**src/rtl/core/pff_pkg.sv**
```systemverilog
// Shared types, constants and sizing for the payload fragmenting framer.
`default_nettype none
package pff_pkg;

    localparam int FRAG_BYTES = 64;
    localparam int MAX_FRAGS  = 255;
    localparam int HDR_BYTES  = 8;

    localparam int LEN_W = 14;
    localparam int OFF_W = (FRAG_BYTES > 1) ? $clog2(FRAG_BYTES) : 1;
    localparam int IDX_W = 8;

    // Largest length that fits in MAX_FRAGS fragments.
    localparam int MAX_TOTAL = MAX_FRAGS * FRAG_BYTES;

    localparam logic [LEN_W-1:0] PSIZE_LEN = LEN_W'(FRAG_BYTES);

    localparam logic [7:0] DELIM_FIRST  = 8'hAB;
    localparam logic [7:0] DELIM_SECOND = 8'hCD;

    // Job queue between front and back.
    localparam int Q_DEPTH = 2;
    localparam int QA_W    = (Q_DEPTH > 1) ? $clog2(Q_DEPTH) : 1;
    localparam int QC_W    = $clog2(Q_DEPTH + 1);

    // Output sequencer steps: eight header bytes, then the payload byte.
    localparam int STEP_W = 4;
    typedef enum logic [STEP_W-1:0] {
        STEP_DELIM0  = 4'd0,
        STEP_DELIM1  = 4'd1,
        STEP_LEN_LO  = 4'd2,
        STEP_LEN_HI  = 4'd3,
        STEP_SLOT    = 4'd4,
        STEP_TYPE    = 4'd5,
        STEP_SEQ     = 4'd6,
        STEP_MORE    = 4'd7,
        STEP_PAYLOAD = 4'd8
    } t_step;

    typedef struct packed {
        logic [7:0]       payload_byte;
        logic [7:0]       slot_number;
        logic [7:0]       frame_type;
        logic [LEN_W-1:0] total_length;
    } t_in_beat;

    typedef struct packed {
        logic [7:0] out_byte;
        logic       fragment_end;
        logic       frame_end;
    } t_out_beat;

    typedef struct packed {
        logic             hdr;
        logic [7:0]       payload_byte;
        logic [7:0]       slot_number;
        logic [7:0]       frame_type;
        logic [15:0]      frag_len;
        logic [IDX_W-1:0] frag_idx;
        logic             more;
        logic             fragment_end;
        logic             frame_end;
    } t_job;

    typedef struct packed {
        logic full;
        logic empty;
    } t_q_status;

endpackage
`default_nettype wire

```
**src/rtl/core/pff_front.sv**
```systemverilog
// Front end: accepts payload beats, tracks frame position, builds output jobs.
`default_nettype none
module pff_front
    import pff_pkg::*;
(
    input  wire logic      i_clk,
    input  wire logic      i_rst_n,
    input  wire logic      push,
    output logic           full,
    input  wire t_in_beat  i_item,
    input  wire t_q_status i_q_stat,
    output logic           o_q_push,
    output t_job           o_job
);

    logic [LEN_W-1:0] r_pos,  n_pos;
    logic [LEN_W-1:0] r_base, n_base;
    logic [OFF_W-1:0] r_off,  n_off;
    logic [IDX_W-1:0] r_idx,  n_idx;

    logic             accept;
    logic             len_ok;
    logic             restart;
    logic [LEN_W-1:0] pos, base, remain, cur;
    logic [OFF_W-1:0] off;
    logic [IDX_W-1:0] idx;
    logic             last;
    logic             frag_end;
    logic             frm_end;

    assign full   = i_q_stat.full;
    assign accept = push && !full;

    always_comb begin
        len_ok  = (i_item.total_length != '0) &&
                  (32'(i_item.total_length) <= 32'(MAX_TOTAL));
        restart = r_pos >= i_item.total_length;
        pos     = restart ? '0 : r_pos;
        base    = restart ? '0 : r_base;
        off     = restart ? '0 : r_off;
        idx     = restart ? '0 : r_idx;
        remain  = i_item.total_length - base;
        last    = remain <= PSIZE_LEN;
        cur     = last ? remain : PSIZE_LEN;
        frag_end = (LEN_W'(off) + LEN_W'(1)) == cur;
        frm_end  = (pos + LEN_W'(1)) == i_item.total_length;
    end

    always_comb begin
        o_q_push           = accept && len_ok;
        o_job.hdr          = (off == '0);
        o_job.payload_byte = i_item.payload_byte;
        o_job.slot_number  = i_item.slot_number;
        o_job.frame_type   = i_item.frame_type;
        o_job.frag_len     = 16'(HDR_BYTES) + 16'(cur);
        o_job.frag_idx     = idx;
        o_job.more         = !last;
        o_job.fragment_end = frag_end;
        o_job.frame_end    = frm_end;
    end

    always_comb begin
        n_pos  = r_pos;
        n_base = r_base;
        n_off  = r_off;
        n_idx  = r_idx;
        if (o_q_push) begin
            priority if (frm_end) begin
                n_pos  = '0;
                n_base = '0;
                n_off  = '0;
                n_idx  = '0;
            end else if (frag_end) begin
                n_pos  = pos + LEN_W'(1);
                n_base = base + PSIZE_LEN;
                n_off  = '0;
                n_idx  = idx + IDX_W'(1);
            end else begin
                n_pos  = pos + LEN_W'(1);
                n_base = base;
                n_off  = off + OFF_W'(1);
                n_idx  = idx;
            end
        end
    end

    always_ff @(posedge i_clk) begin
        if (!i_rst_n) begin
            r_pos  <= '0;
            r_base <= '0;
            r_off  <= '0;
            r_idx  <= '0;
        end else begin
            r_pos  <= n_pos;
            r_base <= n_base;
            r_off  <= n_off;
            r_idx  <= n_idx;
        end
    end

endmodule
`default_nettype wire

```
**src/rtl/core/pff_queue.sv**
```systemverilog
// Small job queue decoupling the front end from the output sequencer.
`default_nettype none
module pff_queue
    import pff_pkg::*;
(
    input  wire logic  i_clk,
    input  wire logic  i_rst_n,
    input  wire logic  i_push,
    input  wire t_job  i_job,
    input  wire logic  i_pop,
    output t_job       o_job,
    output t_q_status  o_stat
);

    t_job            r_mem [Q_DEPTH];
    logic [QA_W-1:0] r_wp, n_wp;
    logic [QA_W-1:0] r_rp, n_rp;
    logic [QC_W-1:0] r_cnt, n_cnt;
    logic            do_push;
    logic            do_pop;

    assign o_stat.full  = (r_cnt == QC_W'(Q_DEPTH));
    assign o_stat.empty = (r_cnt == '0);
    assign o_job        = r_mem[r_rp];

    always_comb begin
        do_push = i_push && !o_stat.full;
        do_pop  = i_pop && !o_stat.empty;
        n_wp    = r_wp;
        n_rp    = r_rp;
        n_cnt   = r_cnt;
        if (do_push) begin
            n_wp = (r_wp == QA_W'(Q_DEPTH - 1)) ? '0 : r_wp + QA_W'(1);
        end
        if (do_pop) begin
            n_rp = (r_rp == QA_W'(Q_DEPTH - 1)) ? '0 : r_rp + QA_W'(1);
        end
        unique case ({do_push, do_pop})
            2'b10:   n_cnt = r_cnt + QC_W'(1);
            2'b01:   n_cnt = r_cnt - QC_W'(1);
            default: n_cnt = r_cnt;
        endcase
    end

    always_ff @(posedge i_clk) begin
        if (do_push) begin
            r_mem[r_wp] <= i_job;
        end
    end

    always_ff @(posedge i_clk) begin
        if (!i_rst_n) begin
            r_wp  <= '0;
            r_rp  <= '0;
            r_cnt <= '0;
        end else begin
            r_wp  <= n_wp;
            r_rp  <= n_rp;
            r_cnt <= n_cnt;
        end
    end

endmodule
`default_nettype wire

```
**src/rtl/core/pff_back.sv**
```systemverilog
// Back end: walks each job through header and payload bytes into the output register.
`default_nettype none
module pff_back
    import pff_pkg::*;
(
    input  wire logic      i_clk,
    input  wire logic      i_rst_n,
    input  wire t_job      i_job,
    input  wire t_q_status i_q_stat,
    output logic           o_q_pop,
    output logic           empty,
    input  wire logic      pop,
    output t_out_beat      o_result
);

    t_step             r_step, n_step;
    logic              r_valid, n_valid;
    t_out_beat         r_beat, n_beat;

    logic              advance;
    logic              have_job;
    t_step             step;

    assign empty    = !r_valid;
    assign o_result = r_beat;

    always_comb begin
        advance  = !r_valid || pop;
        have_job = !i_q_stat.empty;
        step     = i_job.hdr ? r_step : STEP_PAYLOAD;
        o_q_pop  = advance && have_job && (step == STEP_PAYLOAD);
    end

    always_comb begin
        n_beat.fragment_end = 1'b0;
        n_beat.frame_end    = 1'b0;
        unique case (step)
            STEP_DELIM0:  n_beat.out_byte = DELIM_FIRST;
            STEP_DELIM1:  n_beat.out_byte = DELIM_SECOND;
            STEP_LEN_LO:  n_beat.out_byte = i_job.frag_len[7:0];
            STEP_LEN_HI:  n_beat.out_byte = i_job.frag_len[15:8];
            STEP_SLOT:    n_beat.out_byte = i_job.slot_number;
            STEP_TYPE:    n_beat.out_byte = i_job.frame_type;
            STEP_SEQ:     n_beat.out_byte = 8'(i_job.frag_idx);
            STEP_MORE:    n_beat.out_byte = {7'd0, i_job.more};
            STEP_PAYLOAD: begin
                n_beat.out_byte     = i_job.payload_byte;
                n_beat.fragment_end = i_job.fragment_end;
                n_beat.frame_end    = i_job.frame_end;
            end
            default:      n_beat.out_byte = i_job.payload_byte;
        endcase
    end

    always_comb begin
        n_valid = r_valid;
        n_step  = r_step;
        if (advance) begin
            n_valid = have_job;
            if (have_job) begin
                n_step = (step == STEP_PAYLOAD) ? STEP_DELIM0 :
                                                  t_step'(r_step + STEP_W'(1));
            end
        end
    end

    always_ff @(posedge i_clk) begin
        if (advance && have_job) begin
            r_beat <= n_beat;
        end
    end

    always_ff @(posedge i_clk) begin
        if (!i_rst_n) begin
            r_valid <= 1'b0;
            r_step  <= STEP_DELIM0;
        end else begin
            r_valid <= n_valid;
            r_step  <= n_step;
        end
    end

endmodule
`default_nettype wire

```
**src/rtl/core/payload_fragmenting_framer_unit.sv**
```systemverilog
// Top level of the payload fragmenting framer: front end, job queue, output sequencer.
//
//  channel  | handshake            | beat
//  ---------+----------------------+----------------------------------------
//  input    | push / full          | i_item   : t_in_beat  (one payload byte)
//  result   | empty / pop          | o_result : t_out_beat (one framed byte)
//
// One result beat leaves per cycle while pop is held and jobs are queued; a payload byte that starts a
// fragment gives nine beats (eight header bytes, then the byte), any other gives one.
// The output sequencer is the limit on throughput. Input beats are taken every cycle while
// the two-entry job queue has room. Synchronous reset clears the frame position, the
// queue, and the output sequencer's step and valid flag.
`default_nettype none
module payload_fragmenting_framer_unit
    import pff_pkg::*;
(
    input  wire logic     i_clk,
    input  wire logic     i_rst_n,
    input  wire logic     push,
    output logic          full,
    input  wire t_in_beat i_item,
    output logic          empty,
    input  wire logic     pop,
    output t_out_beat     o_result
);

    t_q_status q_stat;
    t_job      push_job;
    t_job      head_job;
    logic      q_push;
    logic      q_pop;

    pff_front u_front (
        .i_clk    (i_clk),
        .i_rst_n  (i_rst_n),
        .push     (push),
        .full     (full),
        .i_item   (i_item),
        .i_q_stat (q_stat),
        .o_q_push (q_push),
        .o_job    (push_job)
    );

    pff_queue u_queue (
        .i_clk   (i_clk),
        .i_rst_n (i_rst_n),
        .i_push  (q_push),
        .i_job   (push_job),
        .i_pop   (q_pop),
        .o_job   (head_job),
        .o_stat  (q_stat)
    );

    pff_back u_back (
        .i_clk    (i_clk),
        .i_rst_n  (i_rst_n),
        .i_job    (head_job),
        .i_q_stat (q_stat),
        .o_q_pop  (q_pop),
        .empty    (empty),
        .pop      (pop),
        .o_result (o_result)
    );

endmodule
`default_nettype wire

```
**config.mk**
```make
export PLATFORM = sky130hd
export DESIGN_NAME = payload_fragmenting_framer_unit
export DESIGN_NICKNAME = d
export VERILOG_FILES = /design/src/rtl/core/pff_pkg.sv /design/src/rtl/core/pff_front.sv /design/src/rtl/core/pff_queue.sv /design/src/rtl/core/pff_back.sv /design/src/rtl/core/payload_fragmenting_framer_unit.sv
export SDC_FILE = /design/constraint.sdc
export NUM_CORES = 1
export LEC_CHECK = 0
export BUFFER_PORTS_ARGS = -buffer_cell sky130_fd_sc_hd__buf_2
export CAP_MARGIN = 5
export CORE_MARGIN = 8
export CORE_UTILIZATION = 50
export DETAILED_ROUTE_END_ITERATION = 16
export PLACE_DENSITY_LB_ADDON = 0.15
export SKIP_CTS_REPAIR_TIMING = 1
export SYNTH_ARGS = -nofsm -noshare
export SYNTH_HDL_FRONTEND = slang
export SYNTH_SLANG_ARGS = --single-unit
```
**constraint.sdc**
```tcl
create_clock -name i_clk -period 8.9 [get_ports i_clk]
set_clock_uncertainty 0.1 [all_clocks]
set_input_delay 1.78 -clock i_clk [delete_from_list [all_inputs] [get_ports i_clk]]
set_output_delay 1.78 -clock i_clk [all_outputs]
set_load 0.05 [all_outputs]
```
Word level (Yosys, flattened, before mapping)
Memories as Yosys holds them, arrays and structs flattened. A register that Yosys moved wholly into a read port is not among the register bits. Cells that the tools add are included.

Register bits after elaboration: 61. Bits in writable memories: 102. Input bits: 42. Output and inout bits: 12. Logic and storage cells: 82. Memories kept: 1.

Memories: u_queue.r_mem (depth 2, width 51, read ports 1, clocked after Yosys merged registers in 1, write ports 1, line pff_queue.sv:15) `t_job r_mem [Q_DEPTH];`.

Add/sub/neg operators: 12. Order comparisons: 3. Equality and inequality tests: 13. Mux-type cells: 22. Bitwise operators: 1. Reduce and logical (&&, ||, !) cells: 18.

Operators with widths (count): two-way mux 14 bit (6); case mux 8 bit (8 select lines) (1); equality test 14 bit (2); two-way mux 8 bit (3); two-way mux 6 bit (3); equality test 4 x 3 -> 1 bit (second input constant) (4); adder 4 x 14 -> 15 bit (first input constant) (1); adder 14 x 1 -> 14 bit (second input constant) (1); adder 14 x 7 -> 14 bit (second input constant) (1); greater-or-equal comparator 14 bit (1); <= comparator 14 bit (second input constant) (1); <= comparator 14 x 7 -> 1 bit (second input constant) (1); nonzero test 14 bit (1); subtractor 14 bit (1); adder 8 x 1 -> 8 bit (second input constant) (1); equality test 4 x 2 -> 1 bit (second input constant) (2); two-way mux 4 bit (2); adder 6 x 1 -> 7 bit (second input constant) (1); logical AND 1 bit (7); adder 6 x 1 -> 6 bit (second input constant) (1); logical NOT 6 bit (1); two-way mux 1 bit (6); adder 4 x 1 -> 4 bit (second input constant) (1); equality test 2 bit (second input constant) (2); other kinds (14) (18).

Longest topological paths before layout
Gate-level depths: netlist (run 1).

Depth after elaboration: 8. Depth in mapped cells: 24. Mapped depth without buffers: 20.

Hierarchy
Synthesis (run 1) repeated with hierarchy kept, for this count alone.

Cell total of the unflattened synthesis: 953. Area, all modules: 9753.1 µm².

Modules (own cells, without submodules): pff_front (times used 1, cells an instance 645, area an instance 4732.0 µm², sequential area each 840.8 µm²); pff_queue (times used 1, cells an instance 188, area an instance 3973.8 µm², sequential area each 3223.1 µm²); pff_back (times used 1, cells an instance 120, area an instance 1047.3 µm², sequential area each 400.4 µm²).

Worst setup path before layout (run 1)
No wires, ideal clock.

Kind: input-to-reg. Start point: in i_item[8] (netlist bit). End point: reg u_front.r_base[13]. Library setup time: 0.062 ns. Data arrival time: 6.813 ns. Required time: 8.738 ns. Path slack: 1.925 ns. Cell stages on the path: 23. Buffers on the path: 4. Cell sequence: clkbuf_1 inv_1 ha_1 a21oi_1 o21bai_1 a211oi_4 and2_1 buf_2 buf_1 nand2_1 fa_1 a211oi_2 nor2_1 xnor2_1 a311oi_1 nand3b_1 or2_1 nor3_1 xor2_1 or3_1 buf_2 or4_1 nand3_1.

Longest elaborated chain between the ends: 8. Elaborated cells on any way between the ends: 18. Classes of those cells: add/sub (4); order compare (3); eq/ne (2); mux (6); reduce/logical (3).

RTL lines: start, declared (line payload_fragmenting_framer_unit.sv:21) `input wire t_in_beat i_item,`; greater-or-equal comparator 14 bit (line pff_front.sv:37) `restart = r_pos >= i_item.total_length;`; two-way mux 14 bit (line pff_front.sv:39) `base = restart ? '0 : r_base;`; subtractor 14 bit (line pff_front.sv:42) `remain = i_item.total_length - base;`; <= comparator 14 x 7 -> 1 bit (line pff_front.sv:43) `last = remain <= PSIZE_LEN;`; two-way mux 14 bit (line pff_front.sv:44) `cur = last ? remain : PSIZE_LEN;`; equality test 14 bit (line pff_front.sv:45) `frag_end = (LEN_W'(off) + LEN_W'(1)) == cur;`; two-way mux 14 bit (line pff_front.sv:73) `end else if (frag_end) begin`; two-way mux 14 bit (line pff_front.sv:68) `priority if (frm_end) begin`; end signal, assigned (line pff_front.sv:95) `r_base <= n_base;`; end, declared (line pff_front.sv:17) `logic [LEN_W-1:0] r_base, n_base;`.

Parallel ways exist; a longest one is shown, timed or not. A chain may end at the register's enable or synchronous reset.

Final worst setup path (run 1)
Start point: in i_item[3] (netlist bit). End point: reg u_front.r_base[13].

The elaborated chain is that of the path after synthesis.

==> results of run 1 <==
## flip-flops by register name, summed over array words and instances, names as in the netlist, named ones only
register	flops
u_back.o_result	10
u_queue.r_rp	1
u_front.r_off	6
u_front.r_idx	8
u_queue.r_cnt	2
u_queue.r_mem	102
u_front.r_pos	14
u_back.r_valid	1
u_back.r_step	4
u_queue.r_wp	1
u_front.r_base	14
## synth_stat cells, types with 5 or more instances
cell	n	area (µm²)
nand3b_1	5	37.5
a21boi_1	8	60.1
and3_1	21	131
nand2_1	67	251
buf_4	5	37.5
inv_1	33	124
o21ai_1	8	40.0
a31oi_1	6	37.5
or4_1	5	37.5
a21boi_0	5	37.5
o22ai_1	11	68.8
o21ai_0	29	145
nor2_1	74	278
nand4_1	10	62.6
nor4_1	12	75.1
ha_1	35	438
nand3_1	30	150
nor3b_1	8	60.1
a21o_1	11	82.6
or2_1	6	37.5
buf_2	12	60.1
and2_1	21	131
a21oi_1	37	185
nor3_1	20	100
o21a_1	8	60.1
mux2i_1	48	480
o221ai_1	5	43.8
xor2_1	15	131
dfxtp_1	52	1040
o211ai_1	5	37.5
nor2b_1	12	75.1
clkbuf_1	25	93.8
o31ai_1	11	82.6
nand2b_1	14	87.6
edfxtp_1	112	3360
or3_1	9	56.3
xnor2_1	17	149
## cell families after synthesis
group                      count (synthesis)  share of synthesized area
AOI/OAI and AO/OA                        217                      0.169
xor gates and xnor gates                  35                     0.0361
adders and majority gates                 36                     0.0485
buffers and inverters                     78                     0.0346
DFF                                      164                      0.466
muxes                                     51                     0.0556
other                                      1                   0.000397
and+or+nand+nor                          337                      0.190
## worst max-delay path by stage
stage	cells after the start	from	slack, ns	endpoint
3_5_place_dp	20	i_item[3]	0.83	u_front.r_base[13]
4_1_cts	20	i_item[3]	1.26	u_front.r_base[13]
5_1_grt	20	i_item[3]	0.70	u_front.r_base[13]
2_1_floorplan	23	i_item[8]	1.93	u_front.r_base[13]
6_report	20	i_item[3]	1.20	u_front.r_base[13]
3_3_place_gp	20	i_item[3]	1.04	u_front.r_base[8]
## worst max-delay path: cells and delay by family
kind	cells	cell delay (ns)
xor gates and xnor gates	2	0.65
and+or+nand+nor	9	3.19
AOI/OAI and AO/OA	5	1.37
adders and majority gates	2	0.79
buffers and inverters	2	0.19
## area by class of cell
type / instances / area (µm²) / share of cell area
clock inverter: 15 / 130 / 0.0124
sequential: 164 / 4410 / 0.419
multi-input combinational: 692 / 4790 / 0.456
timing repair buffer: 62 / 333 / 0.0317
tap: 234 / 293 / 0.0279
inverter: 33 / 124 / 0.0118
clock buffer: 17 / 425 / 0.0405
## metrics by stage
| step | util | instances | worst slack, ns | cell area, µm² |
|---|---|---|---|---|
| finish | 0.563 | 1217 | 1.20 | 10500 |
| detailed placement | 0.534 | 1185 | 0.825 | 9950 |
| floorplan | - | 934 | 1.93 | 9510 |
| global placement | 0.534 | 1185 | 1.04 | 9950 |
| global route | 0.563 | 1217 | 0.704 | 10500 |
| CTS | 0.563 | 1217 | 1.26 | 10500 |
## placed cells by master (no fill, tap or decap), types with 5 or more instances in the layout
cell type and count:
a21boi_0 5, a21boi_1 8, a21o_1 11, a21oi_1 37, a31oi_1 6, and2_1 21, and3_1 21, buf_2 53
buf_4 9, clkbuf_16 17, conb_1 16, dfxtp_1 51, edfxtp_1 112, ha_1 35, inv_1 33, mux2i_1 48
nand2_1 67, nand2b_1 14, nand3_1 30, nand3b_1 5, nand4_1 10, nor2_1 72, nor2b_1 12, nor3_1 20
nor3b_1 8, nor4_1 12, o211ai_1 5, o21a_1 8, o21ai_0 29, o21ai_1 8, o221ai_1 5, o22ai_1 11
o31ai_1 11, or2_1 6, or3_1 9, or4_1 5, xnor2_1 17, xor2_1 15
## metal layers
| metal | share of wire | GRT usage | routed length, µm |
|---|---|---|---|
| met1 | 0.44 | 0.234 | 9900 |
| met2 | 0.49 | 0.332 | 11000 |
| met3 | 0.042 | 0.0345 | 943 |
| met4 | 0.019 | 0.0611 | 435 |
| met5 | 0 | 0 | 0 |
## power groups by stage
stage                     Clock [mW]  Combinational (mW)  Sequential (mW)
after floorplan                    0               0.384             1.07
after global placement             0               0.599             1.00
after detailed placement           0               0.604             1.01
after CTS                      0.699               0.607            0.989
after global routing           0.729               0.658            0.999
final                          0.685               0.602            0.989
==> key figures, run 1 <==
Timing
  • Slew Viols, Final: 0
  • Post-layout min period: 7.70 ns
  • Max frequency: 130 MHz
  • RSZ-0062 raised after global routing: false
  • Final Cycle Share: 0.866
  • Worst relative slew slack: 0.400
  • Setup Viol. Count Final: 0
  • Tightest Pin Transition: just under 0.9 ns
  • Setup_tns: 0 ns
  • Hold Fails Final Rpt: 0
  • Worst hold slack: around 0.36 ns

Route
  • Via count: 7170
  • Initial DRC Count: 442
  • DRT Pass-1 Iters: 7
  • DR vias/cell: ~5.9
  • Aggregate routed wire length: 22.3 mm
  • DR WL/cell: 18.3 µm
  • DRT antenna net count: 0
  • Remaining DRCs: 0

Power and ir drop
  • Lkg Pwr: 3.84 nW
  • Sw power: 748 µW
  • Clock power frac: 0.301
  • Switching Share: 0.329
  • Tot Pwr: 2.28 mW
  • Internal cell power: around 1.5 mW
  • Comb power frac: 0.264
  • Peak supply drop: 0.124 mV
  • Pwr dens: roughly 220 mW/mm²
  • Seq pwr share: 0.434

Die
  • Core area: approximately 0.019 mm²
  • Die area: 0.0236 mm²
  • Die Span X: 153 µm
  • Row Count: 50
  • # IOs: between 50 and 60
  • Initial Utilization: 0.507
  • Die Y: 153 µm

Synth
  • Mapped cell area: 0.00945 mm²
  • Yosys reg bits: 164
  • EDFF count, synth: 112
  • Syn. warnings: 0
  • Syn Inst Count: ~900
  • Syn Area/Cell: around 10 µm²
  • Prevailing post-synth register cell: edfxtp_1
  • Synth async-reset ratio: 0
  • Post-synth cell types: just under 90
  • Post-synthesis sequential area ratio: 0.466

Run
  • Max Cap Viol: 0

Worst setup path
  • Worst Path Required: 9.16 ns
  • Setup CP Type: in2reg
  • CP max stage cell: and2_1
  • Reg-to-reg slack, setup: 2.14 ns
  • Worst flop-to-flop path startpoint: u_front.r_pos[3]
  • Endpoint class of the critical path: flip-flop
  • Cell chain of the critical path: buf_2, inv_1, ha_1, a211o_1, a21oi_1, a211o_1, and2_1, nand2_1, fa_1, a211oi_2, nor2_1, xnor2_1, a311oi_1, nand3b_1, or2_1, nor3_1, xor2_1, or3_1, or4_1, nand3_1
  • Worst r2r path cells: 18
  • Crit-path max cell delay: 0.69 ns
  • Critical path peak fanout: 21
  • Critical path startpoint category: input port
  • CP arrival: 7.96 ns
  • Worst reg2reg path endpoint: u_front.r_base[13]
  • Cell mode on critical path: a211o_1

Outcome
  • Status: finished clean

Clock tree
  • Clock Sink Count: approximately 160
  • CTS tree: done
  • Num CTS Buffers: 17
  • CTS root buf: clkbuf_16
  • Reg clk slew, reported paths: 0.06 ns
  • Clock Latency Late Sink: 0.42 ns
  • CTS H-tree depth: 4
  • Clock Path Buffers: 2

Final layout
  • Layout cells sized above 1: 0.133
  • Fillcell total: 1670
  • # nets final: approximately 1000
  • N_diodes: 0
  • P&R area growth vs syn: 11.1%

Hold path
  • Hold Crit Class: reg2reg
  • Hold Path Sink: u_front.r_base[3]
  • Min-delay src: u_front.r_base[3]
  • Hold path depth: 1

Global route
  • First-pass GRT wire length: 36.3 mm
  • Initial antenna violation count: 0
  • Largest net degree at the start of global routing: 52
  • Vias in the first global route: between 7000 and 8000
  • Global route overflow: 0
  • GR Util All Layers: 0.190

Placement
  • RD Place Congestion: 0.865
  • Dpl hpwl: 16.2 mm
  • Number of port buffers: 53
Power figures use the tool's default switching activity.
==> run 2, diff against run 1 <==
==> constraint.sdc (replaced) <==
create_clock -name i_clk -period 8.95 [get_ports i_clk]
set_clock_uncertainty 0.1 [all_clocks]
set_input_delay 1.79 -clock i_clk [delete_from_list [all_inputs] [get_ports i_clk]]
set_output_delay 1.79 -clock i_clk [all_outputs]
set_load 0.05 [all_outputs]
==> key figures, run 2 (synthesis gave the netlist of run 1 again) <==
Placement
  • Number of port buffers: 53
  • Dpl hpwl: 16.1 mm
  • DP Worst Slack: 0.893 ns
  • RD Place Congestion: 0.865

Worst setup path
  • Critical path peak fanout: 21
  • Worst reg2reg path endpoint: u_front.r_base[13]
  • Endpoint class of the critical path: flip-flop
  • Critical path startpoint category: input port
  • Worst flop-to-flop path startpoint: u_front.r_pos[3]
  • Cell chain of the critical path: buf_2, inv_1, ha_1, a211o_1, a21oi_1, a211o_1, and2_1, nand2_1, ha_1, o211a_1, nand2_1, a22o_1, nor3_1, nand3b_1, or2_1, nor3_1, xor2_1, or3_1, or4_1, nand3_1
  • CP arrival: 7.98 ns
  • Top delay family on crit path: simple AND/OR/NAND/NOR gates
  • Bufs and invs on worst path: 2
  • CP max stage cell: and2_1
  • Worst Path Required: 9.21 ns
  • Setup CP Type: in2reg
  • Worst r2r path cells: 18
  • Crit-path max cell delay: slightly above 0.7 ns
  • Reg-to-reg slack, setup: 2.18 ns

Clock tree
  • Clock Path Buffers: 2
  • CTS H-tree depth: 4
  • Num CTS Buffers: 17
  • Reg clk slew, reported paths: 0.07 ns
  • Clock Latency Late Sink: 0.42 ns
  • CTS tree: done
  • Clock Sink Count: between 150 and 200
  • CTS root buf: clkbuf_16

Final layout
  • P&R area growth vs syn: 11.5%
  • Most frequent cells in the layout: edfxtp_1, nor2_1, nand2_1
  • Number of flip-flops in the largest register: 102
  • Layout cells sized above 1: 0.134
  • Fillcell total: 1660
  • Largest reg by FF count: u_queue.r_mem
  • # nets final: 1048
  • Most common cell after layout, fill and taps aside: edfxtp_1
  • Top Registers: u_queue.r_mem (102), u_front.r_base (14), u_front.r_pos (14)
  • N_diodes: 0

Global route
  • First-pass GRT wire length: 36.6 mm
  • Largest net degree at the start of global routing: 52
  • Initial antenna violation count: 0
  • GR Util All Layers: 0.191
  • Vias in the first global route: about 7000
  • Global route overflow: 0

Die
  • Die Y: 153 µm
  • # IOs: 54
  • Initial Utilization: 0.507
  • Die area: 0.0236 mm²
  • Die Span X: 153 µm
  • Core area: 0.0186 mm²
  • Row Count: 50

Outcome
  • Status: finished clean

Timing
  • Final setup margin: roughly 1.2 ns
  • Setup Viol. Count Final: 0
  • Max frequency: 129 MHz
  • Final Cycle Share: 0.863
  • Slew Viols, Final: 0
  • Worst relative slew slack: 0.358
  • Tightest Pin Transition: ~0.95 ns
  • Hold Fails Final Rpt: 0
  • Worst hold slack: approximately 0.36 ns
  • RSZ-0062 raised after global routing: false
  • Post-layout min period: 7.72 ns
  • Setup_tns: 0 ns

Route
  • DR WL/cell: 18.2 µm
  • Post-Route M1 WL: between 9 and 10 mm
  • Via count: 7185
  • DR vias/cell: 5.90
  • Routed length on met3: 990 µm
  • Initial DRC Count: 432
  • Aggregate routed wire length: approximately 22 mm
  • Remaining DRCs: 0
  • Top sig layer: met4
  • Met2 routed WL: 11.0 mm
  • DRT Pass-1 Iters: 5
  • DRT antenna net count: 0

Hold path
  • Hold Path Sink: u_front.r_base[5]
  • Hold path depth: 1
  • Hold Crit Class: reg2reg
  • Min-delay src: u_front.r_base[5]

Power and ir drop
  • Lkg Pwr: 3.85 nW
  • Pwr dens: 218 mW/mm²
  • Peak supply drop: 0.135 mV
  • Tot Pwr: 2.30 mW

Run
  • Max Cap Viol: 0
## run 2: cell count changes in the layout (fill, tap and decap cells not counted)
cell / delta
clkinv_1: -1
clkinv_2: -3
bufinv_16: +1
inv_8: +1
inv_6: +1
clkinvlp_4: +1
## run 2: area by class of cell
class | count | area, µm² | area share
multi-input combinational | 692 | 4790 | 0.455
sequential | 164 | 4410 | 0.418
clock buffer | 17 | 425 | 0.0404
inverter | 33 | 124 | 0.0118
timing repair buffer | 62 | 333 | 0.0316
clock inverter | 15 | 169 | 0.0160
tap | 234 | 293 | 0.0278
## run 2: worst max path at each step
stage	end	from	slack, ns	cells after the start
5_1_grt	u_front.r_base[13]	i_item[3]	0.74	20
2_1_floorplan	u_front.r_base[13]	i_item[8]	1.97	23
3_3_place_gp	u_front.r_base[8]	i_item[3]	1.08	20
3_5_place_dp	u_front.r_base[13]	i_item[3]	0.89	20
4_1_cts	u_front.r_base[13]	i_item[3]	1.34	20
6_report	u_front.r_base[13]	i_item[3]	1.23	20
## run 2: metrics by stage
stage	util	cells	area (µm²)
2_1_floorplan	-	934	9510
3_3_place_gp	0.534	1185	9950
3_5_place_dp	0.534	1185	9950
4_1_cts	0.565	1217	10500
5_1_grt	0.565	1217	10500
6_report	0.565	1217	10500
## run 2: power breakdown
group | switching, mW | internal, mW
sequential | 0.0475 | 0.935
combinational | 0.394 | 0.201
clock | 0.308 | 0.418
## run 2: per-layer routing
metal  vias up  GRT usage
li1       3540          -
met1      3411      0.239
met2       196      0.326
met3        38     0.0362
met4         0     0.0635
met5         -          0
